==> src/hdl/qtu_pkg.sv <==
// Package for the Q-table update engine: sizes, request and register codes,
// and the command and result structs used on the top-level ports.
// Depends on nothing; q_table_update and qtu_mul use scoped names, the testbench imports it.
`default_nettype none

package qtu_pkg;

    // Table geometry
    localparam int NUM_STATES = 8;
    localparam int DEPTH      = NUM_STATES * NUM_STATES;
    localparam int ADDR_W     = $clog2(DEPTH);
    localparam int SLOTS      = 2 ** ADDR_W;
    localparam int CNT_W      = $clog2(NUM_STATES + 1);

    // Field and datapath widths
    localparam int REQ_W    = 2;
    localparam int IDX_W    = 3;
    localparam int Q_W      = 24;
    localparam int REW_W    = 8;
    localparam int FRAC_W   = 12;
    localparam int COEF_W   = 16;
    localparam int DIFF_W   = Q_W + 1;
    localparam int PROD_W   = COEF_W + DIFF_W;

    localparam logic [Q_W-1:0] Q_MAX = {Q_W{1'b1}};

    // Request codes
    localparam logic [REQ_W-1:0] REQ_LOAD   = 2'd0;
    localparam logic [REQ_W-1:0] REQ_UPDATE = 2'd1;
    localparam logic [REQ_W-1:0] REQ_READ   = 2'd2;

    // Configuration register indexes and reset values
    localparam int CFG_IDX_W = 2;
    localparam logic [CFG_IDX_W-1:0] CFG_LEARN_RATE = 2'd0;
    localparam logic [CFG_IDX_W-1:0] CFG_DISCOUNT   = 2'd1;
    localparam logic [COEF_W-1:0] LEARN_RATE_RESET = 16'd6554;
    localparam logic [COEF_W-1:0] DISCOUNT_RESET   = 16'd39322;

    typedef struct packed {
        logic [REQ_W-1:0] req_type;
        logic [IDX_W-1:0] from_state;
        logic [IDX_W-1:0] to_state;
        logic [REW_W-1:0] reward_in;
    } t_cmd;

    typedef struct packed {
        logic [Q_W-1:0] q_value;
        logic [Q_W-1:0] best_next;
        logic           no_action;
    } t_res;

endpackage

`default_nettype wire

==> src/hdl/q_table_update.sv <==
// Q-table update engine. busy drops in the result cycle, so a new request can
// be taken as soon as the result is out. An unknown or out-of-range request is
// answered from idle; load and read pass through issue and Q read, and an update
// through a row scan of one table port cycle per entry, then fetch to apply.
// The result strobe lasts one cycle and the receiver cannot stall it.
// Synchronous active-low reset; both tables read as zero right after reset.
`default_nettype none

module q_table_update (
    input  wire logic                           i_clk,
    input  wire logic                           i_rst_n,
    input  wire logic                           start,
    output logic                                busy,
    input  wire qtu_pkg::t_cmd                  i_cmd,
    output logic                                o_done,
    output qtu_pkg::t_res                       o_res,
    input  wire logic                           i_cfg_valid,
    output logic                                o_cfg_ready,
    input  wire logic [qtu_pkg::CFG_IDX_W-1:0]  i_cfg_index,
    input  wire logic [qtu_pkg::COEF_W-1:0]     i_cfg_data
);

    typedef enum logic [8:0] {
        S_IDLE  = 9'b000000001,
        S_ISSUE = 9'b000000010,
        S_RDQ   = 9'b000000100,
        S_SCAN  = 9'b000001000,
        S_FETCH = 9'b000010000,
        S_GB    = 9'b000100000,
        S_TGT   = 9'b001000000,
        S_DELTA = 9'b010000000,
        S_APPLY = 9'b100000000
    } t_state;

    // Control registers
    t_state                          r_state, n_state;
    logic                            r_done, n_done;
    logic [qtu_pkg::COEF_W-1:0]      r_learn, r_discount;
    logic [qtu_pkg::SLOTS-1:0]       r_qv, r_rv;
    logic                            r_qv_rd, r_rv_rd;
    logic [qtu_pkg::CNT_W-1:0]       r_cnt, n_cnt;

    // Payload registers
    logic [qtu_pkg::REQ_W-1:0]       r_req, n_req;
    logic [qtu_pkg::ADDR_W-1:0]      r_idx, n_idx;
    logic [qtu_pkg::ADDR_W-1:0]      r_row, n_row;
    logic [qtu_pkg::REW_W-1:0]       r_rew_in, n_rew_in;
    logic [qtu_pkg::Q_W-1:0]         r_best, n_best;
    logic                            r_found, n_found;
    logic [qtu_pkg::Q_W-1:0]         r_q, n_q;
    logic [qtu_pkg::REW_W-1:0]       r_rew, n_rew;
    logic [qtu_pkg::DIFF_W-1:0]      r_diff, n_diff;
    logic                            r_neg, n_neg;
    qtu_pkg::t_res                   r_res, n_res;

    // Table ports and multiplier hookup
    logic                            c_accept;
    logic [qtu_pkg::ADDR_W-1:0]      c_addr;
    logic                            c_q_we, c_rw_we;
    logic [qtu_pkg::Q_W-1:0]         c_q_wdata;
    logic [qtu_pkg::Q_W-1:0]         c_q_rdata, c_q_masked;
    logic [qtu_pkg::REW_W-1:0]       c_rw_rdata, c_rw_masked;
    logic [qtu_pkg::COEF_W-1:0]      c_coef;
    logic [qtu_pkg::DIFF_W-1:0]      c_opnd, c_prod;
    logic                            c_bad;
    logic                            c_allowed;
    logic [qtu_pkg::DIFF_W-1:0]      c_target;
    logic [qtu_pkg::DIFF_W:0]        c_sum;

    assign c_accept    = start && !busy;
    assign busy        = (r_state != S_IDLE);
    assign o_done      = r_done;
    assign o_res       = r_res;
    assign o_cfg_ready = 1'b1;

    // Entries never written read as zero
    assign c_q_masked  = r_qv_rd ? c_q_rdata : '0;
    assign c_rw_masked = r_rv_rd ? c_rw_rdata : '0;
    assign c_allowed   = (c_rw_masked != '0);

    assign c_bad = ((i_cmd.req_type != qtu_pkg::REQ_LOAD) &&
                    (i_cmd.req_type != qtu_pkg::REQ_UPDATE) &&
                    (i_cmd.req_type != qtu_pkg::REQ_READ)) ||
                   (int'(i_cmd.from_state) >= qtu_pkg::NUM_STATES) ||
                   (int'(i_cmd.to_state) >= qtu_pkg::NUM_STATES);

    // Target and saturating sum for the delta step
    assign c_target = qtu_pkg::DIFF_W'({r_rew, {qtu_pkg::FRAC_W{1'b0}}}) +
                      qtu_pkg::DIFF_W'(c_prod[qtu_pkg::Q_W-1:0]);
    assign c_sum    = (qtu_pkg::DIFF_W + 1)'(r_q) + (qtu_pkg::DIFF_W + 1)'(c_prod);

    // Multiplier operands: gamma * best first, then alpha * |diff|
    assign c_coef = (r_state == S_GB) ? r_discount : r_learn;
    assign c_opnd = (r_state == S_GB) ? qtu_pkg::DIFF_W'(r_best) : r_diff;

    qtu_mul u_mul (
        .i_clk  (i_clk),
        .i_coef (c_coef),
        .i_opnd (c_opnd),
        .o_prod (c_prod)
    );

    qtu_ram #(
        .WIDTH (qtu_pkg::Q_W),
        .DEPTH (qtu_pkg::DEPTH)
    ) u_q_ram (
        .i_clk   (i_clk),
        .i_we    (c_q_we),
        .i_addr  (c_addr),
        .i_wdata (c_q_wdata),
        .o_rdata (c_q_rdata)
    );

    qtu_ram #(
        .WIDTH (qtu_pkg::REW_W),
        .DEPTH (qtu_pkg::DEPTH)
    ) u_rw_ram (
        .i_clk   (i_clk),
        .i_we    (c_rw_we),
        .i_addr  (c_addr),
        .i_wdata (r_rew_in),
        .o_rdata (c_rw_rdata)
    );

    // Sequencer
    always_comb begin
        n_state  = r_state;
        n_done   = 1'b0;
        n_cnt    = r_cnt;
        n_req    = r_req;
        n_idx    = r_idx;
        n_row    = r_row;
        n_rew_in = r_rew_in;
        n_best   = r_best;
        n_found  = r_found;
        n_q      = r_q;
        n_rew    = r_rew;
        n_diff   = r_diff;
        n_neg    = r_neg;
        n_res    = r_res;
        c_addr    = r_idx;
        c_q_we    = 1'b0;
        c_rw_we   = 1'b0;
        c_q_wdata = '0;

        case (r_state)
            S_IDLE: begin
                if (c_accept) begin
                    n_req    = i_cmd.req_type;
                    n_rew_in = i_cmd.reward_in;
                    n_idx    = qtu_pkg::ADDR_W'(int'(i_cmd.from_state) *
                               qtu_pkg::NUM_STATES + int'(i_cmd.to_state));
                    n_row    = qtu_pkg::ADDR_W'(int'(i_cmd.to_state) *
                               qtu_pkg::NUM_STATES);
                    if (c_bad) begin
                        n_res  = '0;
                        n_done = 1'b1;
                    end else begin
                        n_state = S_ISSUE;
                    end
                end
            end
            S_ISSUE: begin
                // Load writes the reward and reads Q at the same entry
                c_rw_we = (r_req == qtu_pkg::REQ_LOAD);
                n_cnt   = '0;
                n_best  = '0;
                n_found = 1'b0;
                n_state = (r_req == qtu_pkg::REQ_UPDATE) ? S_SCAN : S_RDQ;
            end
            S_RDQ: begin
                n_res.q_value   = c_q_masked;
                n_res.best_next = '0;
                n_res.no_action = 1'b0;
                n_done          = 1'b1;
                n_state         = S_IDLE;
            end
            S_SCAN: begin
                // Issue one successor address, fold in the previous one
                if (r_cnt != qtu_pkg::CNT_W'(qtu_pkg::NUM_STATES)) begin
                    c_addr = r_row + qtu_pkg::ADDR_W'(r_cnt);
                end
                if (r_cnt != '0 && c_allowed) begin
                    if (!r_found || c_q_masked > r_best) begin
                        n_best = c_q_masked;
                    end
                    n_found = 1'b1;
                end
                if (r_cnt == qtu_pkg::CNT_W'(qtu_pkg::NUM_STATES)) begin
                    n_state = S_FETCH;
                end else begin
                    n_cnt = r_cnt + qtu_pkg::CNT_W'(1);
                end
            end
            S_FETCH: begin
                n_state = S_GB;
            end
            S_GB: begin
                n_q     = c_q_masked;
                n_rew   = c_rw_masked;
                n_state = S_TGT;
            end
            S_TGT: begin
                if (c_target >= qtu_pkg::DIFF_W'(r_q)) begin
                    n_diff = c_target - qtu_pkg::DIFF_W'(r_q);
                    n_neg  = 1'b0;
                end else begin
                    n_diff = qtu_pkg::DIFF_W'(r_q) - c_target;
                    n_neg  = 1'b1;
                end
                n_state = S_DELTA;
            end
            S_DELTA: begin
                n_state = S_APPLY;
            end
            S_APPLY: begin
                // Saturate at both ends and write back
                if (!r_neg) begin
                    c_q_wdata = (c_sum > (qtu_pkg::DIFF_W + 1)'(qtu_pkg::Q_MAX)) ?
                                qtu_pkg::Q_MAX : c_sum[qtu_pkg::Q_W-1:0];
                end else if (c_prod > qtu_pkg::DIFF_W'(r_q)) begin
                    c_q_wdata = '0;
                end else begin
                    c_q_wdata = r_q - c_prod[qtu_pkg::Q_W-1:0];
                end
                c_q_we          = 1'b1;
                n_res.q_value   = c_q_wdata;
                n_res.best_next = r_best;
                n_res.no_action = !r_found;
                n_done          = 1'b1;
                n_state         = S_IDLE;
            end
            default: begin
                n_state = S_IDLE;
            end
        endcase
    end

    // Control state, valid bits and configuration
    always_ff @(posedge i_clk) begin
        if (!i_rst_n) begin
            r_state    <= S_IDLE;
            r_done     <= 1'b0;
            r_cnt      <= '0;
            r_qv       <= '0;
            r_rv       <= '0;
            r_qv_rd    <= 1'b0;
            r_rv_rd    <= 1'b0;
            r_learn    <= qtu_pkg::LEARN_RATE_RESET;
            r_discount <= qtu_pkg::DISCOUNT_RESET;
        end else begin
            r_state <= n_state;
            r_done  <= n_done;
            r_cnt   <= n_cnt;
            r_qv_rd <= r_qv[c_addr];
            r_rv_rd <= r_rv[c_addr];
            if (c_q_we) begin
                r_qv[c_addr] <= 1'b1;
            end
            if (c_rw_we) begin
                r_rv[c_addr] <= 1'b1;
            end
            // Take a register transfer; ignore indexes beyond the list
            if (i_cfg_valid) begin
                case (i_cfg_index)
                    qtu_pkg::CFG_LEARN_RATE: r_learn    <= i_cfg_data;
                    qtu_pkg::CFG_DISCOUNT:   r_discount <= i_cfg_data;
                    default: begin
                    end
                endcase
            end
        end
    end

    // Payload registers
    always_ff @(posedge i_clk) begin
        r_req    <= n_req;
        r_idx    <= n_idx;
        r_row    <= n_row;
        r_rew_in <= n_rew_in;
        r_best   <= n_best;
        r_found  <= n_found;
        r_q      <= n_q;
        r_rew    <= n_rew;
        r_diff   <= n_diff;
        r_neg    <= n_neg;
        r_res    <= n_res;
    end

endmodule

`default_nettype wire

==> src/hdl/qtu_ram.sv <==
// Generic single-port RAM with registered read data.
// Depends on nothing; width and depth come from its parameters.
`default_nettype none

module qtu_ram #(
    parameter int WIDTH = 8,
    parameter int DEPTH = 64
) (
    input  wire logic                     i_clk,
    input  wire logic                     i_we,
    input  wire logic [$clog2(DEPTH)-1:0] i_addr,
    input  wire logic [WIDTH-1:0]         i_wdata,
    output logic      [WIDTH-1:0]         o_rdata
);

    logic [WIDTH-1:0] r_mem [DEPTH];
    logic [WIDTH-1:0] r_rdata;

    // Write on enable, always register the read
    always_ff @(posedge i_clk) begin
        if (i_we) begin
            r_mem[i_addr] <= i_wdata;
        end
        r_rdata <= r_mem[i_addr];
    end

    assign o_rdata = r_rdata;

endmodule

`default_nettype wire

==> src/hdl/qtu_mul.sv <==
// Shared fraction multiplier: registered (coef * operand) >> 16.
// Depends on qtu_pkg for the coefficient and operand widths.
`default_nettype none

module qtu_mul (
    input  wire logic                        i_clk,
    input  wire logic [qtu_pkg::COEF_W-1:0] i_coef,
    input  wire logic [qtu_pkg::DIFF_W-1:0] i_opnd,
    output logic      [qtu_pkg::DIFF_W-1:0] o_prod
);

    logic [qtu_pkg::PROD_W-1:0] c_full;
    logic [qtu_pkg::DIFF_W-1:0] r_prod;

    assign c_full = qtu_pkg::PROD_W'(i_coef) * qtu_pkg::PROD_W'(i_opnd);

    // Drop the fraction bits of the coefficient
    always_ff @(posedge i_clk) begin
        r_prod <= c_full[qtu_pkg::PROD_W-1:qtu_pkg::COEF_W];
    end

    assign o_prod = r_prod;

endmodule

`default_nettype wire

==> config.mk <==
export PLATFORM = sky130hd
export DESIGN_NAME = q_table_update
export DESIGN_NICKNAME = d
export VERILOG_FILES = /design/src/hdl/qtu_pkg.sv /design/src/hdl/q_table_update.sv /design/src/hdl/qtu_ram.sv /design/src/hdl/qtu_mul.sv
export SDC_FILE = /design/constraint.sdc
export NUM_CORES = 2
export LEC_CHECK = 0
export BUFFER_PORTS_ARGS = -buffer_cell sky130_fd_sc_hd__buf_2
export CAP_MARGIN = 40
export CORE_ASPECT_RATIO = 0.5
export CORE_MARGIN = 8
export CORE_UTILIZATION = 50
export DETAILED_ROUTE_END_ITERATION = 10
export PLACE_DENSITY = 0.65
export SLEW_MARGIN = 20
export SYNTH_ARGS = -nofsm -noshare
export SYNTH_HDL_FRONTEND = slang
export SYNTH_SLANG_ARGS = --single-unit
==> constraint.sdc <==
create_clock -name i_clk -period 12.4 [get_ports i_clk]
set_input_delay 2.48 -clock i_clk [delete_from_list [all_inputs] [get_ports i_clk]]
set_output_delay 2.48 -clock i_clk [all_outputs]
set_load 0.005 [all_outputs]
==> summary.md <==
| Metric | Value |
|---|---|
| Pre-antenna DRT Iters | 10 |
| DRC | 0 |
| Final min period | 9.87 ns |
| Initial Util | 0.503 |
| Synthesized area | 0.106 mm² |
| Worst min path class | reg -> reg |
| Antenna Violating Nets Remaining | 0 |
| First-pass GRT wire length | 464000 µm |
| Routed via count | 70100 |
| Post-Route Setup TNS | 0 ns |
| Hold Slack | 0.468 ns |
| Final setup viols | 0 |
| Syn Nets | 8606 |
| Yosys cell types | 77 |
| Final worst-path cycle share | 0.796 |
| Fmax | 101 MHz |
| #FFs+latches synth | 2429 |
| Gr ovfl total | 0 |
| Clock-pin slew on the worst setup and hold paths | 0.07 ns |
| Site Rows | 119 |
| Core area | 0.210 mm² |
| Power density cells | 171 mW/mm² |
| Pleak | 0.0401 µW |
| Die area | 0.228 mm² |
| Final hold vios | 0 |
| Wire per inst | 28.6 µm |
| DP Area | 0.112 mm² |
| Vias per std cell | 6.23 |
| Die Ht | 341 µm |
| CTS HTree Levels | 4 |
| Synth warnings | 0 |
| CTS tree | yes |
| Final Non-Filler Cells | 11200 |
| Port Buffers | 88 |
| Total of max-cap violations | 0 |
| Vias in the first global route | 66800 |
| Worst slew margin | 0.338 |
| Critical path type | reg -> reg |
| Post-synthesis average cell area | 13.2 µm² |
| CTS Buffer Depth | 4 |
| Top_reg_cell synth | edfxtp_1 |
| RePlAce Congestion | 0.934 |
| Critical Path End Type | register |
| Finished Core Util | 0.564 |
| Area grow syn2layout | 12.1% |
| Seq/Total Area, Yosys | 0.667 |
| Post-CTS Setup Inserts | 0 |
| Critical Path AT | 10.57 ns |
| Cell count after synthesis | 8004 |
| Placed instance count | 10800 |
| Die width | 667 µm |
| EDFF count, synth | 2196 |
| CP required | 13.11 ns |
| Largest net degree at the start of global routing | 99 |
| IR drop worst, VDD | 0.133 mV |
| Post-Layout Inst Area | 0.119 mm² |
| RSZ-0062 raised after global routing | no |
| Most common cell after layout, fill and taps aside | edfxtp_1 |
| Number of max-slew violations in the final report | 0 |
| I/O pin count | 90 |
| GRT Total Usage | 0.274 |
| Sinks on the clock net | 2429 |
| Initial drt markers | 11800 |
| Post-Route WL | 322000 µm |
| Asr flop ratio synth | 0 |
| DP Wirelength | 202000 µm |
| Share of cells above drive strength 1 | 0.106 |
| CP max FO | 34 |
| Worst Tran Pin Value | 0.988 ns |
| CTS Buf Count | 212 |
| Worst skew pair latency | 0.90 ns |
| Post-CTS Resized | 0 |
| Antenna violations before repair | 21 |
| CTS Hold Bufs | 0 |
| Critical Path Source Type | register |
| NumNets Final | 8821 |
| Status | finished clean |
| Root buffer cell | clkbuf_16 |
| Most frequent cells in the layout | edfxtp_1, nand2_1, nor2_1, inv_1, a222oi_1 |
| Setup Skew | 0.120 ns |
==> cells by family (layout without fill, tap and decap cells) <==
logic type	Yosys count	in the layout	share of synthesized area
AOI/OAI and AO/OA	1358	1358	0.0984
buffers and inverters	943	1328	0.0340
xor gates and xnor gates	68	68	0.00563
adders and majority gates	564	564	0.0896
and+or+nand+nor	2579	2579	0.0991
other	1	15	0.0000354
muxes	62	62	0.00596
DFF	2429	2429	0.667
==> report_power, final <==
| part | leakage [µW] | total (µW) | switching [µW] | internal [µW] |
|---|---|---|---|---|
| Sequential | 0.0186 | 9110 | 89.8 | 9020 |
| Clock | 0.00334 | 6620 | 2960 | 3660 |
| Combinational | 0.0182 | 4540 | 2930 | 1610 |
==> path summary, 6_finish.rpt <==
path	to	startpoint	slack, ns	cells past startpoint
max reg2reg	u_mul.o_prod[24]	r_state[1]	2.53	27
max	u_mul.o_prod[24]	r_state[1]	2.53	27
min	r_rv[21]	r_rv[21]	0.47	2
min reg2reg	r_rv[21]	r_rv[21]	0.47	2
==> area by class of cell <==
cell class | instances | area (µm²)
Fill cell | 16900 | 91800
Inverter | 503 | 1900
Timing Repair Buffer | 441 | 3430
Tap cell | 2843 | 3560
Multi-Input combinational cell | 4632 | 32300
Clock inverter | 100 | 952
Antenna cell | 14 | 35.0
Clock buffer | 284 | 5840
Sequential cell | 2429 | 70600
==> critical path: stages (launching register included) <==
cell	delay [ns]
dfxtp_1	0.36
or4_1	0.70
nor2_1	0.28
nand2_2	0.43
inv_4	0.59
buf_4	0.51
mux2i_1	0.74
nor2_1	0.15
fa_1	0.52
inv_1	0.05
fa_1	0.42
fa_1	0.55
inv_1	0.05
fa_1	0.51
fa_1	0.53
inv_1	0.07
fa_1	0.47
inv_1	0.05
ha_1	0.33
nand3_1	0.14
a211oi_1	0.22
o31ai_1	0.15
a311oi_2	0.61
nor4_1	0.10
or3_1	0.51
o211a_1	0.27
nor3_1	0.22
xnor2_1	0.16
==> per-stage QoR <==
stage / setup WS [ns] / total power [µW]
floorplan: 3.48 / 12200
global placement: 2.50 / 13700
detailed placement: 2.71 / 13700
CTS: 2.63 / 20200
global route: 2.13 / 21000
finish: 2.53 / 20300
==> state kept, by name (all words and copies together), names as in the netlist, 9 cells and up <==
register,count
o_res,49
r_best,24
r_diff,25
r_discount,16
r_learn,16
r_q,24
r_qv,64
r_rv,64
r_state,9
u_mul.o_prod,25
u_q_ram.o_rdata,24
u_q_ram.r_mem,1536
u_rw_ram.r_mem,512
==> cell usage after synthesis (all sizes together), types with 18 or more instances <==
master	n	area, µm²
o31ai	21	158
xor2	26	228
edfxtp	2196	65900
o21ai	105	526
nand2	1522	5710
and2	34	213
mux2i	57	571
buf	96	423
clkbuf	344	1290
nand3	89	445
nand2b	23	144
nor4	69	432
o21a	18	135
a21oi	193	966
a31oi	251	1570
nor3	44	220
xnor2	42	368
dfxtp	233	4660
inv	501	1880
o21bai	34	255
ha	241	3020
nand4	19	119
nor2	695	2610
a222oi	470	4700
a21o	28	210
o22ai	25	156
a22oi	98	736
fa	323	6470
==> routing by layer <==
metal	share of wire	GRT usage	vias up
met2	0.44	0.417	4441
met1	0.39	0.387	35100
met5	0.00019	0	-
li1	-	-	30000
met4	0.035	0.0914	8
met3	0.13	0.0703	523
No activity file was read; power rests on OpenSTA's default activity.
